==> src/rtl/lsbc_pkg.sv <==
`timescale 1ns / 1ps
`default_nettype none

package lsbc_pkg;

	localparam int MUL_W  = 17;
	localparam int PROD_W = 2 * MUL_W;
	localparam int COORD_W = 17;
	localparam int RANGE_W = 16;
	localparam int ANGLE_W = 16;
	localparam int LIMIT_W = 32;
	localparam int LABEL_OUT_W = 8;

	localparam int CFG_IDX_W  = 2;
	localparam int CFG_DATA_W = 32;

	localparam logic [CFG_IDX_W-1:0] CFG_DIST_LIMIT  = 2'd0;
	localparam logic [CFG_IDX_W-1:0] CFG_START_ANGLE = 2'd1;
	localparam logic [CFG_IDX_W-1:0] CFG_ANGLE_STEP  = 2'd2;

	localparam logic [LIMIT_W-1:0] DIST_LIMIT_RST  = 32'd2621;
	localparam logic [ANGLE_W-1:0] START_ANGLE_RST = 16'd0;
	localparam logic [ANGLE_W-1:0] ANGLE_STEP_RST  = 16'd182;

	// Quarter-wave sine polynomial coefficients, Q14 arguments, Q16 result.
	localparam logic [MUL_W-1:0] COEF_A = 17'd102944;
	localparam logic [15:0]      COEF_B = 16'd42047;
	localparam logic [MUL_W-1:0] COEF_C = 17'd4639;

	localparam logic [ANGLE_W-1:0] QUARTER_TURN = 16'h4000;
	localparam logic [14:0]        QUARTER_ONE  = 15'd16384;

	typedef struct packed {
		logic [LIMIT_W-1:0] dist_limit;
		logic [ANGLE_W-1:0] start_angle;
		logic [ANGLE_W-1:0] angle_step;
	} cfg_t;

	typedef struct packed {
		logic signed [COORD_W-1:0] x;
		logic signed [COORD_W-1:0] y;
		logic [LABEL_OUT_W-1:0]    label;
		logic                      opens;
		logic                      done;
		logic                      merge;
	} res_t;

endpackage

`default_nettype wire

==> src/rtl/lsbc_mul.sv <==
`timescale 1ns / 1ps
`default_nettype none

module lsbc_mul (
	input  wire                              clk,
	input  wire  [lsbc_pkg::MUL_W-1:0]       a,
	input  wire  [lsbc_pkg::MUL_W-1:0]       b,
	output logic [lsbc_pkg::PROD_W-1:0]      prod_q
);

	always_ff @(posedge clk) begin
		prod_q <= a * b;
	end

endmodule

`default_nettype wire

==> src/rtl/lsbc_seq.sv <==
`timescale 1ns / 1ps
`default_nettype none

module lsbc_seq #(
	parameter int SINE_TABLE_BITS = 10,
	parameter int LABEL_BITS      = 8
) (
	input  wire                               clk,
	input  wire                               arst_n,
	input  wire  lsbc_pkg::cfg_t              cfg,
	input  wire                               in_valid,
	output logic                              in_ready,
	input  wire  [lsbc_pkg::RANGE_W-1:0]      in_range,
	input  wire                               in_last,
	output logic                              res_valid,
	input  wire                               res_ready,
	output lsbc_pkg::res_t                    res
);

	localparam logic [3:0] ST_IDLE = 4'd0;
	localparam logic [3:0] ST_QSQ  = 4'd1;
	localparam logic [3:0] ST_ZC   = 4'd2;
	localparam logic [3:0] ST_ZI   = 4'd3;
	localparam logic [3:0] ST_QS   = 4'd4;
	localparam logic [3:0] ST_RM   = 4'd5;
	localparam logic [3:0] ST_CRD  = 4'd6;
	localparam logic [3:0] ST_DX   = 4'd7;
	localparam logic [3:0] ST_DY   = 4'd8;
	localparam logic [3:0] ST_DS   = 4'd9;
	localparam logic [3:0] ST_OUT  = 4'd10;

	localparam int LOW_BITS = lsbc_pkg::ANGLE_W - SINE_TABLE_BITS;
	localparam logic [lsbc_pkg::ANGLE_W-1:0] PHASE_MASK =
		lsbc_pkg::ANGLE_W'({lsbc_pkg::ANGLE_W{1'b1}} << LOW_BITS);
	localparam logic [LABEL_BITS-1:0] LABEL_TOP = {LABEL_BITS{1'b1}};

	localparam int MW = lsbc_pkg::MUL_W;
	localparam int PW = lsbc_pkg::PROD_W;
	localparam int CW = lsbc_pkg::COORD_W;

	logic [3:0]                       state_q;
	logic [lsbc_pkg::ANGLE_W-1:0]     bearing_q;
	logic [lsbc_pkg::RANGE_W-1:0]     range_q;
	logic                             last_q;
	logic                             start_q;
	logic                             axis_q;
	logic                             dref_q;
	logic [14:0]                      z2_q;
	logic [PW-1:0]                    acc_q;
	logic signed [CW-1:0]             x_q;
	logic signed [CW-1:0]             y_q;
	logic signed [CW-1:0]             prev_x_q;
	logic signed [CW-1:0]             prev_y_q;
	logic signed [CW-1:0]             first_x_q;
	logic signed [CW-1:0]             first_y_q;
	logic [LABEL_BITS-1:0]            label_q;
	logic                             opens_q;
	logic                             merge_q;
	logic                             first_sample_q;

	logic [PW-1:0]                    prod_q;
	logic [MW-1:0]                    mul_a;
	logic [MW-1:0]                    mul_b;

	logic [lsbc_pkg::ANGLE_W-1:0]     angle;
	logic [14:0]                      q_mag;
	logic                             q_neg;
	logic [15:0]                      inner;
	logic [MW-1:0]                    s_val;
	logic [MW-1:0]                    mag;
	logic [PW:0]                      rnd;
	logic [CW-1:0]                    v_mag;
	logic signed [CW-1:0]             coord;
	logic signed [CW-1:0]             ref_x;
	logic signed [CW-1:0]             ref_y;
	logic [CW:0]                      dx;
	logic [CW:0]                      dy;
	logic [CW:0]                      adx;
	logic [CW:0]                      ady;
	logic [PW:0]                      dsum;
	logic                             below;
	logic [LABEL_BITS-1:0]            label_inc;
	logic [LABEL_BITS-1:0]            label_nxt;

	lsbc_mul u_mul (
		.clk    (clk),
		.a      (mul_a),
		.b      (mul_b),
		.prod_q (prod_q)
	);

	always_comb begin
		angle = (bearing_q & PHASE_MASK) + (axis_q ? '0 : lsbc_pkg::QUARTER_TURN);
		q_mag = angle[14] ? (lsbc_pkg::QUARTER_ONE - {1'b0, angle[13:0]})
			: {1'b0, angle[13:0]};
		q_neg = angle[15];
		inner = lsbc_pkg::COEF_B - prod_q[29:14];
		s_val = lsbc_pkg::COEF_A - {1'b0, prod_q[29:14]};
		mag   = prod_q[30:14];
		rnd   = {1'b0, prod_q} + (PW+1)'(32768);
		v_mag = rnd[32:16];
		coord = q_neg ? CW'(-v_mag) : v_mag;

		ref_x = dref_q ? first_x_q : prev_x_q;
		ref_y = dref_q ? first_y_q : prev_y_q;
		dx    = {ref_x[CW-1], ref_x} - {x_q[CW-1], x_q};
		dy    = {ref_y[CW-1], ref_y} - {y_q[CW-1], y_q};
		adx   = dx[CW] ? (CW+1)'(-dx) : dx;
		ady   = dy[CW] ? (CW+1)'(-dy) : dy;
		dsum  = {1'b0, acc_q} + {1'b0, prod_q};
		below = dsum < (PW+1)'(cfg.dist_limit);

		label_inc = (label_q == LABEL_TOP) ? label_q : label_q + 1'b1;
		label_nxt = below ? label_q : label_inc;
	end

	always_comb begin
		case (state_q)
			ST_QSQ: begin
				mul_a = MW'(q_mag);
				mul_b = MW'(q_mag);
			end
			ST_ZC: begin
				mul_a = MW'(prod_q[28:14]);
				mul_b = lsbc_pkg::COEF_C;
			end
			ST_ZI: begin
				mul_a = MW'(z2_q);
				mul_b = MW'(inner);
			end
			ST_QS: begin
				mul_a = MW'(q_mag);
				mul_b = s_val;
			end
			ST_RM: begin
				mul_a = MW'(range_q);
				mul_b = mag;
			end
			ST_DX: begin
				mul_a = adx[MW-1:0];
				mul_b = adx[MW-1:0];
			end
			ST_DY: begin
				mul_a = ady[MW-1:0];
				mul_b = ady[MW-1:0];
			end
			default: begin
				mul_a = '0;
				mul_b = '0;
			end
		endcase
	end

	always_ff @(posedge clk) begin
		if (state_q == ST_ZC) begin
			z2_q <= prod_q[28:14];
		end
		if (state_q == ST_DY) begin
			acc_q <= prod_q;
		end
		if (in_valid && in_ready) begin
			range_q <= in_range;
			last_q  <= in_last;
			start_q <= first_sample_q;
		end
		if (state_q == ST_CRD) begin
			if (axis_q) begin
				y_q <= coord;
			end else begin
				x_q <= coord;
			end
		end
	end

	always_ff @(posedge clk or negedge arst_n) begin
		if (!arst_n) begin
			state_q        <= ST_IDLE;
			bearing_q      <= '0;
			axis_q         <= 1'b0;
			dref_q         <= 1'b0;
			prev_x_q       <= '0;
			prev_y_q       <= '0;
			first_x_q      <= '0;
			first_y_q      <= '0;
			label_q        <= '0;
			opens_q        <= 1'b0;
			merge_q        <= 1'b0;
			first_sample_q <= 1'b1;
		end else begin
			case (state_q)
				ST_IDLE: begin
					if (in_valid) begin
						bearing_q <= first_sample_q ? cfg.start_angle
							: bearing_q + cfg.angle_step;
						axis_q    <= 1'b0;
						dref_q    <= 1'b0;
						opens_q   <= first_sample_q;
						merge_q   <= 1'b0;
						if (first_sample_q) begin
							label_q <= '0;
						end
						state_q <= ST_QSQ;
					end
				end
				ST_QSQ: state_q <= ST_ZC;
				ST_ZC:  state_q <= ST_ZI;
				ST_ZI:  state_q <= ST_QS;
				ST_QS:  state_q <= ST_RM;
				ST_RM:  state_q <= ST_CRD;
				ST_CRD: begin
					if (!axis_q) begin
						axis_q  <= 1'b1;
						state_q <= ST_QSQ;
					end else if (start_q) begin
						state_q <= ST_OUT;
					end else begin
						state_q <= ST_DX;
					end
				end
				ST_DX: state_q <= ST_DY;
				ST_DY: state_q <= ST_DS;
				ST_DS: begin
					if (!dref_q) begin
						label_q <= label_nxt;
						if (!below) begin
							opens_q <= 1'b1;
						end
						if (last_q && label_nxt != '0) begin
							dref_q  <= 1'b1;
							state_q <= ST_DX;
						end else begin
							state_q <= ST_OUT;
						end
					end else begin
						merge_q <= below;
						state_q <= ST_OUT;
					end
				end
				ST_OUT: begin
					if (res_ready) begin
						prev_x_q       <= x_q;
						prev_y_q       <= y_q;
						if (start_q) begin
							first_x_q <= x_q;
							first_y_q <= y_q;
						end
						first_sample_q <= last_q;
						state_q        <= ST_IDLE;
					end
				end
				default: state_q <= ST_IDLE;
			endcase
		end
	end

	assign in_ready  = (state_q == ST_IDLE);
	assign res_valid = (state_q == ST_OUT);

	always_comb begin
		res.x     = x_q;
		res.y     = y_q;
		res.label = lsbc_pkg::LABEL_OUT_W'(label_q);
		res.opens = opens_q;
		res.done  = last_q;
		res.merge = merge_q;
	end

endmodule

`default_nettype wire

==> src/rtl/laser_scan_breakpoint_clustering_unit.sv <==
`timescale 1ns / 1ps
`default_nettype none

// Each range sample is turned into a Cartesian point from its bearing and a
// polynomial sine, then labelled by comparing its squared distance to the
// previous point against distance_sq_limit; the final sample of a scan also
// reports whether the last cluster joins cluster 0. Every multiplication of
// the sine polynomial, the coordinate scaling and the squared distances runs
// in turn through a single registered 17 by 17 bit multiplier, so a new sample
// is accepted only once the previous one has been worked through; the first
// sample of a scan skips the distance pass, and a final sample of a scan with
// several clusters adds a second one against the first point. A finished
// result sits in an output register, so the next sample is accepted while it
// waits to be taken.

module laser_scan_breakpoint_clustering_unit #(
	parameter int SINE_TABLE_BITS = 10,
	parameter int LABEL_BITS      = 8
) (
	input  wire                                   clk,
	input  wire                                   arst_n,
	input  wire                                   cfg_we,
	input  wire  [lsbc_pkg::CFG_IDX_W-1:0]        cfg_index,
	input  wire  [lsbc_pkg::CFG_DATA_W-1:0]       cfg_data,
	input  wire                                   s_axis_tvalid,
	output logic                                  s_axis_tready,
	// Bits from the lowest up: range_value.
	input  wire  [15:0]                           s_axis_tdata,
	input  wire                                   s_axis_tlast,
	output logic                                  m_axis_tvalid,
	input  wire                                   m_axis_tready,
	// Bits from the lowest up: point_x, point_y, cluster_label, zero padding.
	output logic [47:0]                           m_axis_tdata,
	// Bits from the lowest up: opens_cluster, wrap_merge.
	output logic [1:0]                            m_axis_tuser,
	output logic                                  m_axis_tlast
);

	lsbc_pkg::cfg_t cfg_q;
	lsbc_pkg::res_t res;
	lsbc_pkg::res_t out_q;
	logic           res_valid;
	logic           res_ready;
	logic           m_valid_q;

	always_ff @(posedge clk or negedge arst_n) begin
		if (!arst_n) begin
			cfg_q.dist_limit  <= lsbc_pkg::DIST_LIMIT_RST;
			cfg_q.start_angle <= lsbc_pkg::START_ANGLE_RST;
			cfg_q.angle_step  <= lsbc_pkg::ANGLE_STEP_RST;
		end else if (cfg_we) begin
			case (cfg_index)
				lsbc_pkg::CFG_DIST_LIMIT:  cfg_q.dist_limit  <= cfg_data;
				lsbc_pkg::CFG_START_ANGLE: cfg_q.start_angle <= cfg_data[15:0];
				lsbc_pkg::CFG_ANGLE_STEP:  cfg_q.angle_step  <= cfg_data[15:0];
				default: ;
			endcase
		end
	end

	lsbc_seq #(
		.SINE_TABLE_BITS (SINE_TABLE_BITS),
		.LABEL_BITS      (LABEL_BITS)
	) u_seq (
		.clk       (clk),
		.arst_n    (arst_n),
		.cfg       (cfg_q),
		.in_valid  (s_axis_tvalid),
		.in_ready  (s_axis_tready),
		.in_range  (s_axis_tdata),
		.in_last   (s_axis_tlast),
		.res_valid (res_valid),
		.res_ready (res_ready),
		.res       (res)
	);

	assign res_ready = !m_valid_q || m_axis_tready;

	always_ff @(posedge clk or negedge arst_n) begin
		if (!arst_n) begin
			m_valid_q <= 1'b0;
		end else if (res_valid && res_ready) begin
			m_valid_q <= 1'b1;
		end else if (m_axis_tready) begin
			m_valid_q <= 1'b0;
		end
	end

	always_ff @(posedge clk) begin
		if (res_valid && res_ready) begin
			out_q <= res;
		end
	end

	assign m_axis_tvalid = m_valid_q;
	assign m_axis_tdata  = {6'd0, out_q.label, out_q.y, out_q.x};
	assign m_axis_tuser  = {out_q.merge, out_q.opens};
	assign m_axis_tlast  = out_q.done;

endmodule

`default_nettype wire

==> config.mk <==
export PLATFORM = sky130hd
export DESIGN_NAME = laser_scan_breakpoint_clustering_unit
export DESIGN_NICKNAME = d
export VERILOG_FILES = /design/src/rtl/lsbc_pkg.sv /design/src/rtl/lsbc_mul.sv /design/src/rtl/lsbc_seq.sv /design/src/rtl/laser_scan_breakpoint_clustering_unit.sv
export SDC_FILE = /design/constraint.sdc
export NUM_CORES = 2
export LEC_CHECK = 0
export BUFFER_PORTS_ARGS = -buffer_cell sky130_fd_sc_hd__buf_2
export CAP_MARGIN = 30
export CORE_MARGIN = 8
export CORE_UTILIZATION = 25
export DETAILED_ROUTE_END_ITERATION = 8
export GPL_ROUTABILITY_DRIVEN = 0
export SYNTH_ARGS = -nofsm -noshare
export SYNTH_HDL_FRONTEND = slang
export SYNTH_SLANG_ARGS = --single-unit
==> constraint.sdc <==
create_clock -name clk -period 9.8 [get_ports clk]
set_clock_uncertainty 0.2 [all_clocks]
set_input_delay 1.47 -clock clk [delete_from_list [all_inputs] [get_ports clk]]
set_output_delay 1.47 -clock clk [all_outputs]
set_load 0.005 [all_outputs]
* Word-level counts from Yosys, hierarchy flattened
Index checks and enable logic that the tools add are counted.
Word-level totals: flip-flop bits (word level) 346, output and inout port bits 53, logic and storage cells 127
Operators by class: add/subtract/negate cells 13, $mul 1, $lt $le $gt $ge 1, equal/unequal tests 19, multiplexer cells 36, bitwise logic cells 1, reduce and logical (&&, ||, !) cells 26
Operator list (number):
- one-hot mux 17 bit (7 select lines) | 1
- one-hot mux 17 bit (6 select lines) | 1
- 2-to-1 mux 17 bit | 5
- negator 17 bit | 3
- one-hot mux 4 bit (11 select lines) | 1
- 2-to-1 mux 8 bit | 5
- subtractor 17 x 17 -> 18 bit | 2
- adder 34 x 34 -> 35 bit | 1
- less-than comparator 35 x 32 -> 1 bit | 1
- multiplier 17 x 17 -> 34 bit | 1
- adder 33 x 16 -> 33 bit (second input constant) | 1
- adder 16 bit | 2
- 2-to-1 mux 15 bit | 2
- 2-to-1 mux 4 bit | 6
- AND reduction 2 bit | 10
- subtractor 17 x 16 -> 17 bit (first input constant) | 1
- == test 4 x 3 -> 1 bit (second input constant) | 4
- 2-to-1 mux 16 bit | 1
- one-hot mux 8 bit (2 select lines) | 1
- subtractor 16 bit (first input constant) | 1
- subtractor 15 x 14 -> 15 bit (first input constant) | 1
- == test 4 bit (second input constant) | 3
- 2-to-1 mux 1 bit | 9
- adder 8 x 1 -> 8 bit (second input constant) | 1
- 19 further kinds | 33

* Depth between registers and ports, before layout
depth in word-level cells 8, mapped depth 40, gate-level depth less buffers 37

* Cells and area by module
From an unflattened synthesis, not the netlist that was laid out.
Unflattened totals: cell total of the unflattened synthesis 3144, area total of the unflattened synthesis 29894.9 um^2
By module, submodules not included:
- lsbc_seq | times used 1, cells an instance 1775, area an instance 15680.0 um^2, sequential area each 5561.6 um^2
- lsbc_mul | times used 1, cells an instance 1177, area an instance 10337.4 um^2, sequential area each 680.7 um^2
- laser_scan_breakpoint_clustering_unit | times used 1, cells an instance 192, area an instance 3877.5 um^2, sequential area each 2992.9 um^2

* Least setup slack after synthesis
Ideal clock, no wire load.
path type reg2reg, from reg u_seq.dref_q, to reg u_seq.u_mul.prod_q[33] (netlist name), library setup time 0.125 ns, arrival time 9.637 ns, required time 9.475 ns, slack -0.162 ns, stages on the path, launching flop included 40, buffers on the path 6, cell sequence dfrtp_1 buf_1 clkbuf_1 mux2_2 ha_1 buf_6 a21oi_4 a21oi_2 or4_4 o211ai_2 a211oi_4 or2_1 buf_6 o21a_1 o32ai_1 or2_2 clkbuf_1 buf_2 [... 4 more ...] inv_1 fa_1 inv_1 fa_1 fa_1 inv_1 fa_1 inv_1 ha_1 a2111oi_0 o21ai_0 a31o_2 a221oi_1 a21oi_1 nand2b_1 nand3_1 o31ai_1 xnor2_1
On the way: cells in the longest elaborated chain, start to end 6, elaborated cells on any way between the ends 11, classes of those cells add/sub (4); mul (1); mux (6)
RTL lines:
- start: declaration | RTL line lsbc_seq.sv:47 | logic dref_q;
- start signal: assignment | RTL line lsbc_seq.sv:180 | dref_q <= 1'b0;
- start signal: assignment | RTL line lsbc_seq.sv:196 | dref_q <= 1'b0;
- start signal: assignment | RTL line lsbc_seq.sv:229 | dref_q <= 1'b1;
- 2-to-1 mux 17 bit (on tied branches) | RTL line lsbc_seq.sv:105, lsbc_seq.sv:104
- subtractor 17 x 17 -> 18 bit (on tied branches) | RTL line lsbc_seq.sv:107, lsbc_seq.sv:106
- negator 17 bit (on tied branches) | RTL line lsbc_seq.sv:109, lsbc_seq.sv:108
- 2-to-1 mux 17 bit (on tied branches) | RTL line lsbc_seq.sv:109, lsbc_seq.sv:108
- one-hot mux 17 bit (7 select lines) / one-hot mux 17 bit (6 select lines) (equally long branches) | RTL line lsbc_seq.sv:118 | case (state_q)
- multiplier 17 x 17 -> 34 bit (*) | RTL line lsbc_mul.sv:12 | prod_q <= a * b;
- end signal: assignment | RTL line lsbc_mul.sv:12
- end: declaration | RTL line lsbc_mul.sv:8 | output logic [lsbc_pkg::PROD_W-1:0] prod_q
Every way passes the cells marked *; elsewhere a longest branch is shown, timed or not. A chain may end at the register's enable or synchronous reset.

* Final worst setup path
Ends and elaborated chain as after synthesis.

==> flow_summary.ini <==
[status]
run_status = finished clean

[timing]
layout_min_cycle_time_ns = 9.51
slew_headroom_pct = 32.6
whs_ns = 0.218
maxSlewViolCount = 0
timing.final.hold_violations = 0
max_freq_ghz = 0.105
finalSetupTns_ns = 0
setup_viol = 0
period_share_pct = 97.0
tightest_slew_ns = 1.01

[drt]
remaining_drc_errors = 0
drt_iter0_drc = 1618
ant_nets = 0
via_per_inst = 4.72
vias = 23729
dr.pass1.iters = 8
totalWireLength_um = 87600
wl_per_cell_um = 17.4

[logic_synthesis]
synth_flop_cell = dfrtp_1
syn_avg_cell_area_um2 = 9.45
synth-edff-count = 146
async_reset_ff_share_pct = 48.0
synth_seq_cells = 346
synth_area_mm2 = 0.0297
ys_seq_area_share_pct = 31.1
yosysWarnings = 0
syn_inst = 3144
post_synth_num_cell_types = 98

[cts]
cts_inserted_buffers = 42
cts_max_level = 2
cts_sinks = 346
clockRootBuffer = clkbuf_16
cts_tree = built
clkTransAtPathRegs_ns = 0.06
clock_latency_ns = 0.60
hold_buffers = 0
cts_max_path_buffers = 3

[setup_path]
worst_path_most_repeated_cell = buf_4
r2r-end = u_seq.u_mul.prod_q[33]
cp-end-kind = flip-flop
slowest_delay_ns = 0.57
path_buf_inv = 10
crit_family = adder cells
required_ns = 10.09
crit_path_max_fanout = 7
criticalPathCategory = flip-flop to flip-flop
r2r_slack_ns = 0.29
cp-start-kind = flip-flop
r2r_start = u_seq.dref_q
slowest_stage = fa_1
worst_ep_arrival_time_ns = 9.80
rr_worst_depth = 38
startpoint = u_seq.dref_q

[final_layout]
final_net_count = 3969
fillers = 12267
regArea_mm2 = 0.00924
multi_input_area_mm2 = 0.0189
fin_cells = 5023
finish.instance_area_mm2 = 0.0357
drive_gt1_share_pct = 18.9
areaGrowthSynthToFinish_pct = 20.3

[placed_design]
place_area_mm2 = 0.0336
portBuffers = 102
hpwl_um = 69900
dp_cells = 4911

[grt]
overflow = 0
first_global_vias = 23861
grt_pass1_wl_um = 138000
grt_max_degree = 90
antenna_found_initial = 4
track_usage_pct = 13.1

[hold_path]
min_from = u_seq.y_q[7]
hold_depth = 0
holdPathEnd = m_axis_tdata[24]
hp-class = flip-flop to flip-flop

[floorplan]
io_pins = 109
core_area_mm2 = 0.118
start_util_pct = 25.2
dieWidth_um = 361
rows = 126
die_h_um = 361
dieArea_mm2 = 0.130

[run]
maxCapViolations = 0
[area by class of cell]
cell class / instances / area share [%]
timing repair buffer: 381 / 7.70
antenna: 3 / 0.0210
inverter: 404 / 4.25
tap: 1536 / 5.38
sequential: 346 / 25.8
multi-input combinational: 2275 / 53.0
clock inverter: 23 / 0.697
clock buffer: 55 / 3.13
[worst max-delay path by stage]
| stage | endpoint | slack (ns) | cells after the start |
|---|---|---|---|
| after detailed placement | u_seq.u_mul.prod_q[33] | -0.21 | 35 |
| final | u_seq.u_mul.prod_q[33] | 0.29 | 38 |
| after global routing | u_seq.u_mul.prod_q[33] | -0.07 | 35 |
| after global placement | u_seq.u_mul.prod_q[33] | -0.25 | 35 |
| after CTS | u_seq.u_mul.prod_q[33] | 0.009 | 35 |
| after floorplan | u_seq.u_mul.prod_q[33] | 0.11 | 39 |
[timing repair]
action / CTS / global route
endpoints found under the setup margin: 9 / 16
pin swaps: 0 / 61
resized for setup: 6 / 104
setup buffers: 3 / 27
[Yosys cell counts (all sizes together), types with 38 or more instances]
library cell  number  share of area [%]
nand2b            38               0.80
fa               228                 15
inv              403                5.1
and2              78                1.7
xnor2            112                3.3
nor2             128                1.6
ha               235                9.9
clkbuf            85                1.1
a21o              39               0.99
edfxtp           146                 15
mux2              68                2.6
nand3             45               0.77
dfrtp            153                 13
nand2            412                5.3
xor2              55                1.6
buf               39               0.82
o21ai            215                3.6
nor3              51               0.88
a21oi            158                2.7
[metrics by stage]
stage	setup slack, ns	util (%)
2_1_floorplan	0.108	-
3_3_place_gp	-0.246	28.4
3_5_place_dp	-0.206	28.5
4_1_cts	0.00898	29.7
5_1_grt	-0.0732	30.3
6_report	0.291	30.3
[state kept, by name, summed over array words and instances (netlist names), 34 cells and up]
name,cells
cfg_q,64
m_axis_tdata,42
u_seq.acc_q,34
u_seq.u_mul.prod_q,34
[worst reg2reg max path: cells and delay by family (launching register included)]
kind / cells / cell delay, ns
adders and majority gates: 8 / 3.61
AOI/OAI and AO/OA: 11 / 2.15
buffers and inverters: 10 / 1.33
and+or+nand+nor: 6 / 1.05
DFF: 1 / 0.44
muxes: 1 / 0.32
xor gates and xnor gates: 2 / 0.27
[layout by cell type, fill, tap and decap left out, types with 128 or more instances in the layout]
| master | n |
|---|---|
| a21oi_1 | 145 |
| buf_4 | 263 |
| dfrtp_1 | 152 |
| edfxtp_1 | 146 |
| fa_1 | 222 |
| ha_1 | 230 |
| inv_1 | 400 |
| nand2_1 | 397 |
| nor2_1 | 128 |
| o21ai_0 | 200 |
[kinds of logic (layout without fill, tap and decap cells)]
kind of cell | Yosys count | in the layout | synth area share (%)
other cells | 1 | 9 | 0.0126
flops | 346 | 346 | 31.1
xor+xnor | 167 | 167 | 4.92
mux | 81 | 81 | 3.02
compound gates | 673 | 673 | 14.6
simple gates | 885 | 885 | 14.1
buf+inv | 528 | 863 | 7.00
fa+ha+maj | 463 | 463 | 25.3
[metal layers]
layer / wire (um) / GRT usage [%] / up-vias
met4: 2380 / 3.54 / 2
met3: 5630 / 2.37 / 132
met2: 40600 / 21.4 / 607
met5: 13 / 0 / -
met1: 38900 / 17.8 / 11694
li1: - / - / 11294
Power is not shown: default switching activity piles up to over one toggle a cycle in this logic, so the estimate is an artifact.
